--- src/rtl/core/cew_pkg.sv ---
// shared constants and types for the color exchange window block
`default_nettype none

package cew_pkg;

    localparam int CEW_CHANNEL_BITS = 16;
    localparam int CEW_COLORS       = 3;
    localparam int CEW_CFG_IDX_BITS = 3;

    localparam int CEW_RED   = 0;
    localparam int CEW_GREEN = 1;
    localparam int CEW_BLUE  = 2;

    typedef enum logic [CEW_CFG_IDX_BITS-1:0] {
        CFG_SOURCE    = 3'd0,
        CFG_TARGET    = 3'd1,
        CFG_RED_TOL   = 3'd2,
        CFG_GREEN_TOL = 3'd3,
        CFG_BLUE_TOL  = 3'd4
    } t_cfg_idx;

endpackage

`default_nettype wire

--- src/rtl/core/cew_pix_in_if.sv ---
// input pixel stream channel
`default_nettype none

interface cew_pix_in_if #(
    parameter int CHANNEL_BITS = cew_pkg::CEW_CHANNEL_BITS
) ();
    logic                    valid;
    logic                    ready;
    logic [CHANNEL_BITS-1:0] red_in;
    logic [CHANNEL_BITS-1:0] green_in;
    logic [CHANNEL_BITS-1:0] blue_in;
    logic [CHANNEL_BITS-1:0] alpha_in;
    logic                    last_in;

    modport source (
        output valid, red_in, green_in, blue_in, alpha_in, last_in,
        input  ready
    );
    modport sink (
        input  valid, red_in, green_in, blue_in, alpha_in, last_in,
        output ready
    );
endinterface

`default_nettype wire

--- src/rtl/core/cew_pix_out_if.sv ---
// output pixel stream channel
`default_nettype none

interface cew_pix_out_if #(
    parameter int CHANNEL_BITS = cew_pkg::CEW_CHANNEL_BITS
) ();
    logic                    valid;
    logic                    ready;
    logic [CHANNEL_BITS-1:0] red_out;
    logic [CHANNEL_BITS-1:0] green_out;
    logic [CHANNEL_BITS-1:0] blue_out;
    logic [CHANNEL_BITS-1:0] alpha_out;
    logic                    last_out;

    modport source (
        output valid, red_out, green_out, blue_out, alpha_out, last_out,
        input  ready
    );
    modport sink (
        input  valid, red_out, green_out, blue_out, alpha_out, last_out,
        output ready
    );
endinterface

`default_nettype wire

--- src/rtl/core/cew_cfg_if.sv ---
// configuration write channel
`default_nettype none

interface cew_cfg_if #(
    parameter int DATA_BITS = 3 * cew_pkg::CEW_CHANNEL_BITS
) ();
    logic                                  valid;
    logic                                  ready;
    logic [cew_pkg::CEW_CFG_IDX_BITS-1:0]  index;
    logic [DATA_BITS-1:0]                  data;

    modport source (output valid, index, data, input ready);
    modport sink (input valid, index, data, output ready);
endinterface

`default_nettype wire

--- src/rtl/core/cew_cfg_regs.sv ---
// configuration register file
`default_nettype none

module cew_cfg_regs #(
    parameter int CHANNEL_BITS = cew_pkg::CEW_CHANNEL_BITS
) (
    input  logic                                             i_clk,
    input  logic                                             i_rst_n,
    cew_cfg_if.sink                                          i_cfg,
    output logic [cew_pkg::CEW_COLORS-1:0][CHANNEL_BITS-1:0] o_source,
    output logic [cew_pkg::CEW_COLORS-1:0][CHANNEL_BITS-1:0] o_target,
    output logic [cew_pkg::CEW_COLORS-1:0][CHANNEL_BITS-1:0] o_tol
);
    localparam int COLOR_BITS = cew_pkg::CEW_COLORS * CHANNEL_BITS;

    logic [COLOR_BITS-1:0]                              r_source;
    logic [COLOR_BITS-1:0]                              r_target;
    logic [cew_pkg::CEW_COLORS-1:0][CHANNEL_BITS-1:0]   r_tol;
    logic                                               wr_en;

    assign i_cfg.ready = 1'b1;
    assign wr_en       = i_cfg.valid && i_cfg.ready;

    always_ff @(posedge i_clk) begin
        if (!i_rst_n) begin
            r_source <= '1;
            r_target <= '0;
            r_tol    <= '0;
        end else if (wr_en) begin
            unique case (cew_pkg::t_cfg_idx'(i_cfg.index))
                cew_pkg::CFG_SOURCE:    r_source <= i_cfg.data[COLOR_BITS-1:0];
                cew_pkg::CFG_TARGET:    r_target <= i_cfg.data[COLOR_BITS-1:0];
                cew_pkg::CFG_RED_TOL: begin
                    r_tol[cew_pkg::CEW_RED] <= i_cfg.data[CHANNEL_BITS-1:0];
                end
                cew_pkg::CFG_GREEN_TOL: begin
                    r_tol[cew_pkg::CEW_GREEN] <= i_cfg.data[CHANNEL_BITS-1:0];
                end
                cew_pkg::CFG_BLUE_TOL: begin
                    r_tol[cew_pkg::CEW_BLUE] <= i_cfg.data[CHANNEL_BITS-1:0];
                end
                default: ;
            endcase
        end
    end

    // red sits in the top slice of the packed color
    always_comb begin
        for (int c = 0; c < cew_pkg::CEW_COLORS; c++) begin
            o_source[c] = r_source[(cew_pkg::CEW_COLORS-1-c)*CHANNEL_BITS +: CHANNEL_BITS];
            o_target[c] = r_target[(cew_pkg::CEW_COLORS-1-c)*CHANNEL_BITS +: CHANNEL_BITS];
        end
    end
    assign o_tol = r_tol;

    a_red_tol_write: assert property (@(posedge i_clk) disable iff (!i_rst_n)
        (wr_en && i_cfg.index == cew_pkg::CFG_RED_TOL)
        |=> r_tol[cew_pkg::CEW_RED] == $past(i_cfg.data[CHANNEL_BITS-1:0]))
        else $error("red tolerance write lost");

    a_unknown_index_ignored: assert property (@(posedge i_clk) disable iff (!i_rst_n)
        (wr_en && i_cfg.index != cew_pkg::CFG_SOURCE && i_cfg.index != cew_pkg::CFG_TARGET
         && i_cfg.index != cew_pkg::CFG_RED_TOL && i_cfg.index != cew_pkg::CFG_GREEN_TOL
         && i_cfg.index != cew_pkg::CFG_BLUE_TOL)
        |=> ($stable(r_source) && $stable(r_target) && $stable(r_tol)))
        else $error("write to unknown index changed a register");

endmodule

`default_nettype wire

--- src/rtl/core/cew_match.sv ---
// stage 1: window compares and color difference
`default_nettype none

module cew_match #(
    parameter int CHANNEL_BITS = cew_pkg::CEW_CHANNEL_BITS
) (
    input  logic                                             i_clk,
    input  logic                                             i_rst_n,
    input  logic                                             i_valid,
    output logic                                             o_ready,
    input  logic [cew_pkg::CEW_COLORS-1:0][CHANNEL_BITS-1:0] i_px,
    input  logic [CHANNEL_BITS-1:0]                          i_alpha,
    input  logic                                             i_last,
    input  logic [cew_pkg::CEW_COLORS-1:0][CHANNEL_BITS-1:0] i_source,
    input  logic [cew_pkg::CEW_COLORS-1:0][CHANNEL_BITS-1:0] i_target,
    input  logic [cew_pkg::CEW_COLORS-1:0][CHANNEL_BITS-1:0] i_tol,
    output logic                                             o_valid,
    input  logic                                             i_ready,
    output logic [cew_pkg::CEW_COLORS-1:0][CHANNEL_BITS-1:0] o_px,
    output logic [CHANNEL_BITS-1:0]                          o_alpha,
    output logic                                             o_last,
    output logic [cew_pkg::CEW_COLORS-1:0]                   o_in_win,
    output logic [cew_pkg::CEW_COLORS-1:0][CHANNEL_BITS:0]   o_delta
);
    logic                                             r_valid;
    logic [cew_pkg::CEW_COLORS-1:0][CHANNEL_BITS-1:0] r_px;
    logic [CHANNEL_BITS-1:0]                          r_alpha;
    logic                                             r_last;
    logic [cew_pkg::CEW_COLORS-1:0]                   r_in_win;
    logic [cew_pkg::CEW_COLORS-1:0][CHANNEL_BITS:0]   r_delta;
    logic [cew_pkg::CEW_COLORS-1:0]                   n_in_win;
    logic [cew_pkg::CEW_COLORS-1:0][CHANNEL_BITS:0]   n_delta;

    assign o_ready = !r_valid || i_ready;

    // px >= src - tol  <=>  px + tol >= src, and px <= src + tol;
    // clamping the bounds never changes either compare
    always_comb begin
        for (int c = 0; c < cew_pkg::CEW_COLORS; c++) begin
            n_in_win[c] = (({1'b0, i_px[c]} + {1'b0, i_tol[c]}) >= {1'b0, i_source[c]})
                       && ({1'b0, i_px[c]} <= ({1'b0, i_source[c]} + {1'b0, i_tol[c]}));
            n_delta[c]  = {1'b0, i_target[c]} - {1'b0, i_source[c]};
        end
    end

    always_ff @(posedge i_clk) begin
        if (!i_rst_n) begin
            r_valid <= 1'b0;
        end else if (o_ready) begin
            r_valid <= i_valid;
        end
    end

    always_ff @(posedge i_clk) begin
        if (o_ready && i_valid) begin
            r_px     <= i_px;
            r_alpha  <= i_alpha;
            r_last   <= i_last;
            r_in_win <= n_in_win;
            r_delta  <= n_delta;
        end
    end

    assign o_valid  = r_valid;
    assign o_px     = r_px;
    assign o_alpha  = r_alpha;
    assign o_last   = r_last;
    assign o_in_win = r_in_win;
    assign o_delta  = r_delta;

endmodule

`default_nettype wire

--- src/rtl/core/cew_sum.sv ---
// stage 2: match decision and shifted color
`default_nettype none

module cew_sum #(
    parameter int CHANNEL_BITS = cew_pkg::CEW_CHANNEL_BITS
) (
    input  logic                                             i_clk,
    input  logic                                             i_rst_n,
    input  logic                                             i_valid,
    output logic                                             o_ready,
    input  logic [cew_pkg::CEW_COLORS-1:0][CHANNEL_BITS-1:0] i_px,
    input  logic [CHANNEL_BITS-1:0]                          i_alpha,
    input  logic                                             i_last,
    input  logic [cew_pkg::CEW_COLORS-1:0]                   i_in_win,
    input  logic [cew_pkg::CEW_COLORS-1:0][CHANNEL_BITS:0]   i_delta,
    output logic                                             o_valid,
    input  logic                                             i_ready,
    output logic [cew_pkg::CEW_COLORS-1:0][CHANNEL_BITS-1:0] o_px,
    output logic [CHANNEL_BITS-1:0]                          o_alpha,
    output logic                                             o_last,
    output logic                                             o_hit,
    output logic [cew_pkg::CEW_COLORS-1:0][CHANNEL_BITS+1:0] o_sum
);
    logic                                             r_valid;
    logic [cew_pkg::CEW_COLORS-1:0][CHANNEL_BITS-1:0] r_px;
    logic [CHANNEL_BITS-1:0]                          r_alpha;
    logic                                             r_last;
    logic                                             r_hit;
    logic [cew_pkg::CEW_COLORS-1:0][CHANNEL_BITS+1:0] r_sum;
    logic [cew_pkg::CEW_COLORS-1:0][CHANNEL_BITS+1:0] n_sum;

    assign o_ready = !r_valid || i_ready;

    // two's complement sum, two guard bits
    always_comb begin
        for (int c = 0; c < cew_pkg::CEW_COLORS; c++) begin
            n_sum[c] = {2'b00, i_px[c]} + {i_delta[c][CHANNEL_BITS], i_delta[c]};
        end
    end

    always_ff @(posedge i_clk) begin
        if (!i_rst_n) begin
            r_valid <= 1'b0;
        end else if (o_ready) begin
            r_valid <= i_valid;
        end
    end

    always_ff @(posedge i_clk) begin
        if (o_ready && i_valid) begin
            r_px    <= i_px;
            r_alpha <= i_alpha;
            r_last  <= i_last;
            r_hit   <= &i_in_win;
            r_sum   <= n_sum;
        end
    end

    assign o_valid = r_valid;
    assign o_px    = r_px;
    assign o_alpha = r_alpha;
    assign o_last  = r_last;
    assign o_hit   = r_hit;
    assign o_sum   = r_sum;

endmodule

`default_nettype wire

--- src/rtl/core/cew_sat.sv ---
// stage 3: saturation, select and output register
`default_nettype none

module cew_sat #(
    parameter int CHANNEL_BITS = cew_pkg::CEW_CHANNEL_BITS
) (
    input  logic                                             i_clk,
    input  logic                                             i_rst_n,
    input  logic                                             i_valid,
    output logic                                             o_ready,
    input  logic [cew_pkg::CEW_COLORS-1:0][CHANNEL_BITS-1:0] i_px,
    input  logic [CHANNEL_BITS-1:0]                          i_alpha,
    input  logic                                             i_last,
    input  logic                                             i_hit,
    input  logic [cew_pkg::CEW_COLORS-1:0][CHANNEL_BITS+1:0] i_sum,
    output logic                                             o_valid,
    input  logic                                             i_ready,
    output logic [cew_pkg::CEW_COLORS-1:0][CHANNEL_BITS-1:0] o_color,
    output logic [CHANNEL_BITS-1:0]                          o_alpha,
    output logic                                             o_last
);
    logic                                             r_valid;
    logic [cew_pkg::CEW_COLORS-1:0][CHANNEL_BITS-1:0] r_color;
    logic [CHANNEL_BITS-1:0]                          r_alpha;
    logic                                             r_last;
    logic [cew_pkg::CEW_COLORS-1:0][CHANNEL_BITS-1:0] n_color;

    assign o_ready = !r_valid || i_ready;

    always_comb begin
        for (int c = 0; c < cew_pkg::CEW_COLORS; c++) begin
            priority if (!i_hit) begin
                n_color[c] = i_px[c];
            end else if (i_sum[c][CHANNEL_BITS+1]) begin
                n_color[c] = '0;
            end else if (i_sum[c][CHANNEL_BITS]) begin
                n_color[c] = '1;
            end else begin
                n_color[c] = i_sum[c][CHANNEL_BITS-1:0];
            end
        end
    end

    always_ff @(posedge i_clk) begin
        if (!i_rst_n) begin
            r_valid <= 1'b0;
        end else if (o_ready) begin
            r_valid <= i_valid;
        end
    end

    always_ff @(posedge i_clk) begin
        if (o_ready && i_valid) begin
            r_color <= n_color;
            r_alpha <= i_alpha;
            r_last  <= i_last;
        end
    end

    assign o_valid = r_valid;
    assign o_color = r_color;
    assign o_alpha = r_alpha;
    assign o_last  = r_last;

    a_full_when_blocked: assert property (@(posedge i_clk) disable iff (!i_rst_n)
        !o_ready |-> (r_valid && !i_ready))
        else $error("output stage blocked while empty");

endmodule

`default_nettype wire

--- src/rtl/core/color_exchange_window_top.sv ---
// top level of the color exchange window block
`default_nettype none

// Color exchange with a per-channel match window. Each request on i_pix is
// one RGBA pixel; when red, green and blue all fall inside
// [source - tolerance, source + tolerance] (bounds clamped, both ends
// inclusive) the pixel is shifted by (target - source) per channel with
// saturation, otherwise it passes unchanged. Alpha and last always pass.
// Throughput is one pixel per clock while o_pix accepts. An accepted
// request passes a compare stage, an add stage and a saturate stage that
// is also the output register, on its way to o_pix. Every stage holds its
// data while the next one is full, so backpressure on o_pix ripples back
// through the three stage enables to i_pix.ready and no pixel is dropped
// or repeated. Configuration writes on i_cfg are always accepted and take
// effect on the next cycle; change them only while the pipeline is empty.
module color_exchange_window_top #(
    parameter int CHANNEL_BITS = cew_pkg::CEW_CHANNEL_BITS
) (
    input  wire logic      i_clk,
    input  wire logic      i_rst_n,
    cew_pix_in_if.sink     i_pix,
    cew_pix_out_if.source  o_pix,
    cew_cfg_if.sink        i_cfg
);
    localparam int COLORS = cew_pkg::CEW_COLORS;

    // register file outputs, red at index 0
    logic [COLORS-1:0][CHANNEL_BITS-1:0] source;
    logic [COLORS-1:0][CHANNEL_BITS-1:0] target;
    logic [COLORS-1:0][CHANNEL_BITS-1:0] tol;

    // pixel entering the pipeline
    logic [COLORS-1:0][CHANNEL_BITS-1:0] in_px;

    // compare stage to add stage
    logic                                m_valid;
    logic                                m_ready;
    logic [COLORS-1:0][CHANNEL_BITS-1:0] m_px;
    logic [CHANNEL_BITS-1:0]             m_alpha;
    logic                                m_last;
    logic [COLORS-1:0]                   m_in_win;
    logic [COLORS-1:0][CHANNEL_BITS:0]   m_delta;

    // add stage to saturate stage
    logic                                s_valid;
    logic                                s_ready;
    logic [COLORS-1:0][CHANNEL_BITS-1:0] s_px;
    logic [CHANNEL_BITS-1:0]             s_alpha;
    logic                                s_last;
    logic                                s_hit;
    logic [COLORS-1:0][CHANNEL_BITS+1:0] s_sum;

    // result
    logic [COLORS-1:0][CHANNEL_BITS-1:0] out_color;

    // pixels in flight, for checking only
    logic [1:0] r_occ;
    logic [1:0] n_occ;
    logic       in_req;
    logic       out_req;

    cew_cfg_regs #(
        .CHANNEL_BITS (CHANNEL_BITS)
    ) u_cfg (
        .i_clk    (i_clk),
        .i_rst_n  (i_rst_n),
        .i_cfg    (i_cfg),
        .o_source (source),
        .o_target (target),
        .o_tol    (tol)
    );

    assign in_px[cew_pkg::CEW_RED]   = i_pix.red_in;
    assign in_px[cew_pkg::CEW_GREEN] = i_pix.green_in;
    assign in_px[cew_pkg::CEW_BLUE]  = i_pix.blue_in;

    // stage 1: window test per channel, target minus source
    cew_match #(
        .CHANNEL_BITS (CHANNEL_BITS)
    ) u_match (
        .i_clk    (i_clk),
        .i_rst_n  (i_rst_n),
        .i_valid  (i_pix.valid),
        .o_ready  (i_pix.ready),
        .i_px     (in_px),
        .i_alpha  (i_pix.alpha_in),
        .i_last   (i_pix.last_in),
        .i_source (source),
        .i_target (target),
        .i_tol    (tol),
        .o_valid  (m_valid),
        .i_ready  (m_ready),
        .o_px     (m_px),
        .o_alpha  (m_alpha),
        .o_last   (m_last),
        .o_in_win (m_in_win),
        .o_delta  (m_delta)
    );

    // stage 2: all-channel hit, pixel plus difference
    cew_sum #(
        .CHANNEL_BITS (CHANNEL_BITS)
    ) u_sum (
        .i_clk    (i_clk),
        .i_rst_n  (i_rst_n),
        .i_valid  (m_valid),
        .o_ready  (m_ready),
        .i_px     (m_px),
        .i_alpha  (m_alpha),
        .i_last   (m_last),
        .i_in_win (m_in_win),
        .i_delta  (m_delta),
        .o_valid  (s_valid),
        .i_ready  (s_ready),
        .o_px     (s_px),
        .o_alpha  (s_alpha),
        .o_last   (s_last),
        .o_hit    (s_hit),
        .o_sum    (s_sum)
    );

    // stage 3: clamp to the channel range, pick shifted or original color
    cew_sat #(
        .CHANNEL_BITS (CHANNEL_BITS)
    ) u_sat (
        .i_clk   (i_clk),
        .i_rst_n (i_rst_n),
        .i_valid (s_valid),
        .o_ready (s_ready),
        .i_px    (s_px),
        .i_alpha (s_alpha),
        .i_last  (s_last),
        .i_hit   (s_hit),
        .i_sum   (s_sum),
        .o_valid (o_pix.valid),
        .i_ready (o_pix.ready),
        .o_color (out_color),
        .o_alpha (o_pix.alpha_out),
        .o_last  (o_pix.last_out)
    );

    assign o_pix.red_out   = out_color[cew_pkg::CEW_RED];
    assign o_pix.green_out = out_color[cew_pkg::CEW_GREEN];
    assign o_pix.blue_out  = out_color[cew_pkg::CEW_BLUE];

    // occupancy: requests taken minus results delivered, at most three
    assign in_req  = i_pix.valid && i_pix.ready;
    assign out_req = o_pix.valid && o_pix.ready;

    always_comb begin
        n_occ = r_occ;
        if (in_req && !out_req) begin
            n_occ = r_occ + 2'd1;
        end else if (!in_req && out_req) begin
            n_occ = r_occ - 2'd1;
        end
    end

    always_ff @(posedge i_clk) begin
        if (!i_rst_n) begin
            r_occ <= 2'd0;
        end else begin
            r_occ <= n_occ;
        end
    end

    a_empty_no_output: assert property (@(posedge i_clk) disable iff (!i_rst_n)
        (r_occ == 2'd0) |-> !o_pix.valid)
        else $error("result shown with no pixel in flight");

    a_full_blocks_input: assert property (@(posedge i_clk) disable iff (!i_rst_n)
        (r_occ == 2'd3 && !o_pix.ready) |-> !i_pix.ready)
        else $error("request taken into a full pipeline");

    a_no_bubble_stall: assert property (@(posedge i_clk) disable iff (!i_rst_n)
        (r_occ != 2'd3) |-> i_pix.ready)
        else $error("input stalled while a stage is free");

endmodule

`default_nettype wire
--- src/flat_wrapper.sv ---
// flat-port wrapper written by rule: the top's interface ports become plain ports
module color_exchange_window_top_flat 
#(
    parameter int CHANNEL_BITS = cew_pkg::CEW_CHANNEL_BITS
)
  (i_clk, i_rst_n, i_pix_valid, i_pix_red_in, i_pix_green_in, i_pix_blue_in, i_pix_alpha_in, i_pix_last_in, i_pix_ready, o_pix_valid, o_pix_red_out, o_pix_green_out, o_pix_blue_out, o_pix_alpha_out, o_pix_last_out, o_pix_ready, i_cfg_valid, i_cfg_index, i_cfg_data, i_cfg_ready);
  cew_pix_in_if #(.CHANNEL_BITS(CHANNEL_BITS)) i_pix_i ();
  cew_pix_out_if #(.CHANNEL_BITS(CHANNEL_BITS)) o_pix_i ();
  cew_cfg_if i_cfg_i ();
  input  wire logic i_clk;
  input  wire logic i_rst_n;
  input wire logic [$bits(i_pix_i.valid)-1:0] i_pix_valid;
  input wire logic [$bits(i_pix_i.red_in)-1:0] i_pix_red_in;
  input wire logic [$bits(i_pix_i.green_in)-1:0] i_pix_green_in;
  input wire logic [$bits(i_pix_i.blue_in)-1:0] i_pix_blue_in;
  input wire logic [$bits(i_pix_i.alpha_in)-1:0] i_pix_alpha_in;
  input wire logic [$bits(i_pix_i.last_in)-1:0] i_pix_last_in;
  output wire logic [$bits(i_pix_i.ready)-1:0] i_pix_ready;
  output wire logic [$bits(o_pix_i.valid)-1:0] o_pix_valid;
  output wire logic [$bits(o_pix_i.red_out)-1:0] o_pix_red_out;
  output wire logic [$bits(o_pix_i.green_out)-1:0] o_pix_green_out;
  output wire logic [$bits(o_pix_i.blue_out)-1:0] o_pix_blue_out;
  output wire logic [$bits(o_pix_i.alpha_out)-1:0] o_pix_alpha_out;
  output wire logic [$bits(o_pix_i.last_out)-1:0] o_pix_last_out;
  input wire logic [$bits(o_pix_i.ready)-1:0] o_pix_ready;
  input wire logic [$bits(i_cfg_i.valid)-1:0] i_cfg_valid;
  input wire logic [$bits(i_cfg_i.index)-1:0] i_cfg_index;
  input wire logic [$bits(i_cfg_i.data)-1:0] i_cfg_data;
  output wire logic [$bits(i_cfg_i.ready)-1:0] i_cfg_ready;
  assign i_pix_i.valid = i_pix_valid;
  assign i_pix_i.red_in = i_pix_red_in;
  assign i_pix_i.green_in = i_pix_green_in;
  assign i_pix_i.blue_in = i_pix_blue_in;
  assign i_pix_i.alpha_in = i_pix_alpha_in;
  assign i_pix_i.last_in = i_pix_last_in;
  assign i_pix_ready = i_pix_i.ready;
  assign o_pix_valid = o_pix_i.valid;
  assign o_pix_red_out = o_pix_i.red_out;
  assign o_pix_green_out = o_pix_i.green_out;
  assign o_pix_blue_out = o_pix_i.blue_out;
  assign o_pix_alpha_out = o_pix_i.alpha_out;
  assign o_pix_last_out = o_pix_i.last_out;
  assign o_pix_i.ready = o_pix_ready;
  assign i_cfg_i.valid = i_cfg_valid;
  assign i_cfg_i.index = i_cfg_index;
  assign i_cfg_i.data = i_cfg_data;
  assign i_cfg_ready = i_cfg_i.ready;
  color_exchange_window_top #(.CHANNEL_BITS(CHANNEL_BITS)) u_core (.i_clk(i_clk), .i_rst_n(i_rst_n), .i_pix(i_pix_i), .o_pix(o_pix_i), .i_cfg(i_cfg_i));
endmodule
--- config.mk ---
export PLATFORM = sky130hd
export DESIGN_NAME = color_exchange_window_top_flat
export DESIGN_NICKNAME = d
export VERILOG_FILES = /design/src/rtl/core/cew_pkg.sv /design/src/rtl/core/cew_pix_in_if.sv /design/src/rtl/core/cew_pix_out_if.sv /design/src/rtl/core/cew_cfg_if.sv /design/src/rtl/core/cew_cfg_regs.sv /design/src/rtl/core/cew_match.sv /design/src/rtl/core/cew_sum.sv /design/src/rtl/core/cew_sat.sv /design/src/rtl/core/color_exchange_window_top.sv /design/src/flat_wrapper.sv
export SDC_FILE = /design/constraint.sdc
export NUM_CORES = 1
export LEC_CHECK = 0
export ABC_AREA = 1
export BUFFER_PORTS_ARGS = -buffer_cell sky130_fd_sc_hd__buf_2
export CORE_MARGIN = 2
export CORE_UTILIZATION = 40
export DETAILED_ROUTE_END_ITERATION = 16
export GPL_TIMING_DRIVEN = 0
export SETUP_SLACK_MARGIN = 0.1
export SLEW_MARGIN = 5
export SYNTH_ARGS = -nofsm -noshare
export SYNTH_HDL_FRONTEND = slang
export SYNTH_HIERARCHICAL = 1
export SYNTH_SLANG_ARGS = --single-unit
--- constraint.sdc ---
create_clock -name i_clk -period 8.55 [get_ports i_clk]
set_clock_uncertainty 0.2 [all_clocks]
set_input_delay 0.855 -clock i_clk [delete_from_list [all_inputs] [get_ports i_clk]]
set_output_delay 0.855 -clock i_clk [all_outputs]
set_load 0.005 [all_outputs]
# Word level (Yosys, flattened, before mapping)
# Index checks and enable logic that the tools add are counted.
# totals
ff_bits,451
in_bits,121
output_inout_bits,68
word_cells,81
# classes
n_addsub,12
n_lt_le_gt_ge,6
eq_ne,4
mux,9
reduce_logical,19
# op_table
op,n
2-to-1 mux 16 bit,9
adder 16 x 16 -> 17 bit,6
adder 17 x 17 -> 18 bit,3
>= comparator 17 x 16 -> 1 bit,3
<= comparator 16 x 17 -> 1 bit,3
subtractor 16 x 16 -> 17 bit,3
AND reduction 2 bit,5
== test 3 x 2 -> 1 bit (second input constant),2
logical AND 1 bit,6
== test 3 x 1 -> 1 bit (second input constant),1
== test 3 bit (second input constant),1
zero test 1 bit,3
zero test 3 bit,1
logical OR 1 bit,3
AND reduction 3 bit,1

# Longest topological paths before layout
# depth
word_depth,5
depth_mapped,22
depth_no_buf,22

# Cells and area by module
# The synthesis kept the hierarchy.
# modules_own_cells
module,n_inst,cells_each,area_each_um2,seq_area_each_um2
cew_match,1,1493,12574.6,3593.4
cew_sum,1,773,6855.3,3623.5
cew_cfg_regs,1,795,5652.9,2882.8
cew_sat,1,330,3046.7,1971.9

# Least setup slack after synthesis
# OpenSTA, ideal clock, no wires.
# synth_path
path_type,input to register
start,input port o_pix_ready
end,"register u_core.u_match.r_alpha[0], in the netlist u_core/u_match/o_alpha[0], enable pin"
setup_ns,0.636
t_arrival_ns,6.814
required_ns,7.714
setup_slack_ns,0.900
path_stages,6
path_buffers,0
path_cell_list,inv_1 nand2_1 inv_1 nand2_1 inv_1 a21oi_1
# synth_via
elab_chain_len,4
# synth_lines
item,line_no,text
from (decl),flat_wrapper.sv:25,input wire logic [$bits(o_pix_i.ready)-1:0] o_pix_ready;
logical OR 1 bit,cew_sat.sv:28,assign o_ready = !r_valid || i_ready;
named net u_core.s_ready,color_exchange_window_top.sv:46,logic s_ready;
logical OR 1 bit,cew_sum.sv:32,assign o_ready = !r_valid || i_ready;
named net u_core.m_ready,color_exchange_window_top.sv:37,logic m_ready;
logical OR 1 bit,cew_match.sv:34,assign o_ready = !r_valid || i_ready;
logical AND 1 bit,-,
to (signal assigned),cew_match.sv:57,r_alpha <= i_alpha;
to (decl),cew_match.sv:27,logic [CHANNEL_BITS-1:0] r_alpha;
# The timed path passes the listed nets, and every way through them passes these cells.
# A chain may end at the register's enable or synchronous reset.

# Final worst setup path
# layout_path
start,register u_core.u_cfg.r_source[0]
end,"register u_core.u_match.r_in_win, in the netlist u_core/u_match/o_in_win[2] (data pin)"
# layout_via
elab_chain_len,3
elab_cells_between_ends,4
classes_between,add/sub (1); order compare (2); reduce/logical (1)
# layout_lines
item,line_no,text
from (decl),cew_cfg_regs.sv:16,logic [COLOR_BITS-1:0] r_source;
from (signal assigned),cew_cfg_regs.sv:31,cew_pkg::CFG_SOURCE: r_source <= i_cfg.data[COLOR_BITS-1:0];
adder 16 x 16 -> 17 bit,cew_match.sv:41,"&& ({1'b0, i_px[c]} <= ({1'b0, i_source[c]} + {1'b0, i_tol[c]}));"
<= comparator 16 x 17 -> 1 bit,cew_match.sv:41,
logical AND 1 bit (*),cew_match.sv:41,
"named net u_core.u_match.n_in_win, one bit",cew_match.sv:31,logic [cew_pkg::CEW_COLORS-1:0] n_in_win;
to (signal assigned),cew_match.sv:59,r_in_win <= n_in_win;
to (decl),cew_match.sv:29,logic [cew_pkg::CEW_COLORS-1:0] r_in_win;
# Mark *: on every way through the listed nets, which the timed path passes. The rest lies on a longest branch.

==> results by group <==
Routing
  • Post-DR vias/cell: roughly 4.9
  • Routed wire length: about 75,000 µm
  • 1st-pass router iterations: 5
  • Antenna-violating nets left: 0
  • DR WL/cell: between 15 and 20 µm
  • Iter 0 DRT Violations: 1,283
  • Vias post-DR: between 20,000 and 25,000
  • DRC: 0

Critical path
  • Setup Crit Path Kind: reg -> reg
  • Critical path fanouts, max: 4
  • CP endpoint kind: register
  • Critical Path RT: just under 9 ns
  • Reg2Reg Launch Point: u_core/u_cfg/r_source[0]$_SDFFE_PN1P_
  • Crit. path cell count: 22
  • Cell family with most CP delay: simple AND/OR/NAND/NOR gates
  • R2r worst-path depth: 22
  • Worst R2R End: u_core/u_match/o_in_win[2]$_DFFE_PP_
  • Worst Setup SP: u_core/u_cfg/r_source[0]$_SDFFE_PN1P_
  • Most used cell, CP: nand2_1
  • CP startpoint kind: register
  • Buffers & Inverters on Critical Path: 1
  • Critical path's slowest cell: a21oi_1
  • Crit-path cells: ha_1 > fa_1 > nand3_1 > nand2_1 > nand3_1 > nand2_1 > nand2_1 > nand2_2 > inv_2 > nor2_1 > nor2_1 > xor2_1 > ha_1 > nand2_1 > nor2_1 > a211oi_1 > nand2_1 > nand2_1 > nand2_1 > nand2_1 > nand2_1 > a21oi_1
  • Crit-path max cell delay: 0.51 ns
  • Critical Path AT: about 4.0 ns
  • R2R Setup Slk: approximately 4.7 ns

Logic synthesis
  • Adder-cell area share of the yosys netlist: 0.137
  • Largest family of logic cells by synthesized area: simple AND/OR/NAND/NOR gates
  • Synthesis Warnings: 6
  • Compound-gate portion of the synthesized area: 0.0712
  • Async SR Flop Fraction: 0
  • Simple-Gate Fraction of Synth Area: 0.240
  • Seq/Total Area, Yosys: 0.429
  • Netlist cell types: 55
  • Post-Synthesis Cells: between 3,000 and 4,000
  • Most used DFF post-synth: edfxtp_1
  • Mapped cell area: around 0.028 mm²
  • Multiplexer share of the synthesized area: 0
  • Syn Area/Cell: roughly 8.3 µm²
  • Flip-flop and latch count after synthesis: approximately 450
  • Synth Area in XOR/XNOR: 0.0461
  • Number of synthesized flops with an enable pin: approximately 300
  • Syn_nets: 3,812

Clock network
  • Postcts setup bufs: 0
  • Cts bufs inserted: 51
  • CTS tree: done
  • CTS Hold Bufs: 0
  • Clk sinks: approximately 450
  • Clock buffer depth: 3
  • CTS clock-pin slew for the worst setup and hold paths: 0.06 ns
  • H-tree lvl count: 2
  • Quantity of gates resized following cts: 0
  • Root Driver: clkbuf_16
  • Worst skew pair latency: between 0.6 and 0.7 ns

GRT
  • Total Routing Usage GR: 0.202
  • Pin count of the biggest net entering global routing: 30
  • M3 GR Usage: 0.0281
  • GRT overflow: 0
  • M1 GR Usage: 0.258
  • Grt peak-use layer: met2
  • Vias in the first global route: between 20,000 and 25,000
  • First-pass GRT wire length: 115,000 µm
  • Grt met2 use: 0.357
  • Initial antenna violation count: 5

Min path
  • Hold Path End: u_core/u_sum/o_last$_DFFE_PP_
  • Hold_sp: u_core/u_match/o_last$_DFFE_PP_
  • Hold path cells: 0
  • Min-Delay Path Class: reg -> reg

Timing
  • Slew Limit Fails: 0
  • Final Hold Vio Count: 0
  • Least-Margin Pin Slew: 0.914 ns
  • Max frequency: 259 MHz
  • Setup ws final: 4.68 ns
  • Setup TNS: 0 ns
  • Worst slew margin: 0.389
  • Worst hold slack: about 0.22 ns
  • Tcrit/Tclk final: 0.452
  • Final Setup Violations: 0
  • RSZ-0062 raised after global routing: false
  • Tmin final: 3.87 ns

Pwr
  • Pwr dens: around 180 mW/mm²
  • Switching power: around 1.7 mW
  • Share of power burned in registers: 0.432
  • Worst IR Drop VDD: about 150 µV
  • Leakage: 16.3 nW
  • Combinational power share: 0.184
  • Clock power frac: 0.384
  • Final Power: ~6 mW
  • Int Power: 4.17 mW
  • Sw Share: 0.285

Die
  • Die Area: just over 0.07 mm²
  • Core Region: approximately 0.07 mm²
  • Die H: between 200 and 300 µm
  • Starting Density: 0.403
  • Die width: 269 µm
  • Site Rows: 97
  • Top Ports: between 150 and 200

Final layout
  • Share of cells above drive strength 1: 0.111
  • Final Util: 0.461
  • # nets final: between 4,000 and 5,000
  • P&R area growth vs syn: 14.4%
  • Fill cells: around 7,000
  • Final instance area: about 0.032 mm²
  • Non-filler instance count after layout: approximately 4,600
  • Most common library cell in the layout ignoring fill and taps: nand2_1
  • Most frequent cells in the layout: 972 x nand2_1, 456 x inv_1, 309 x nor2_1

Placement
  • Placed cells: roughly 4,500
  • Pre-CTS setup slack: between 4 and 5 ns
  • HPWL Detailed: just over 60,000 µm
  • Cell Area, Placed: between 0.03 and 0.04 mm²
  • IO buf count: approximately 190
  • GPL Wtd Cong: approximately 0.93

Job
  • Max-cap violations: 0

Outcome
  • Status: finished, final reports clean
synthesized netlist by cell type, types with 28 or more instances:
cell,n,area [µm²]
nand4_1,28,175
ha_1,288,3600
xnor2_1,47,412
a21oi_1,178,891
dfxtp_1,147,2940
inv_1,456,1710
nand3_1,247,1240
nor2_1,309,1160
nand2_1,972,3650
xor2_1,101,885
o21ai_0,40,200
edfxtp_1,304,9130
power groups by stage:
stage               logic (mW)  registers, mW  clock network, mW
finish                    1.07           2.52               2.24
global route              1.22           2.53               2.38
CTS                       1.07           2.52               2.31
detailed placement        1.07           2.57                  0
global placement          1.05           2.58                  0
floorplan                0.768           2.56                  0
worst max path at each step:
stage / endpoint / slack (ns)
6_report: u_core/u_match/o_in_win[2]$_DFFE_PP_ / 4.68
5_1_grt: u_core/u_match/o_in_win[2]$_DFFE_PP_ / 4.27
3_5_place_dp: u_core/u_match/o_in_win[2]$_DFFE_PP_ / 4.14
2_1_floorplan: u_core/u_match/o_alpha[0]$_DFFE_PP_ / 0.90
3_3_place_gp: u_core/u_match/o_px[13]$_DFFE_PP_ / -2.29
4_1_cts: u_core/u_match/o_in_win[2]$_DFFE_PP_ / 4.69
cell type report:
type	instances	area, µm²	area share
Sequential cell	451	12100	0.375
Clock inverter	34	357	0.0111
Multi-Input combinational cell	2408	13900	0.433
Tap cell	940	1180	0.0365
Antenna cell	1	2.50	0.0000777
Clock buffer	60	1350	0.0419
Timing Repair Buffer	197	1140	0.0355
Buffer	63	393	0.0122
Inverter	469	1760	0.0548
cell families after synthesis:
logic type	Yosys count
adders and majority gates	300
DFF	451
other	1
buffers and inverters	532
AOI/OAI and AO/OA	325
xor gates and xnor gates	148
and+or+nand+nor	1634
metal layers:
layer / vias up / part of all wire
met5: - / 0
met4: 0 / 0.026
met3: 107 / 0.050
met2: 491 / 0.48
met1: 10237 / 0.44
li1: 11610 / -
state kept, by name, summed over array words and instances (netlist names), 48 cells and up:
register / cells
u_core/u_cfg/r_source: 48
u_core/u_sum/o_sum: 54
u_core/u_cfg/o_tol: 48
u_core/u_match/o_px: 48
u_core/u_match/o_delta: 51
u_core/u_sat/o_color: 48
u_core/u_sum/o_px: 48
u_core/u_cfg/r_target: 48
Note: power is estimated with default switching activity, not from simulation.
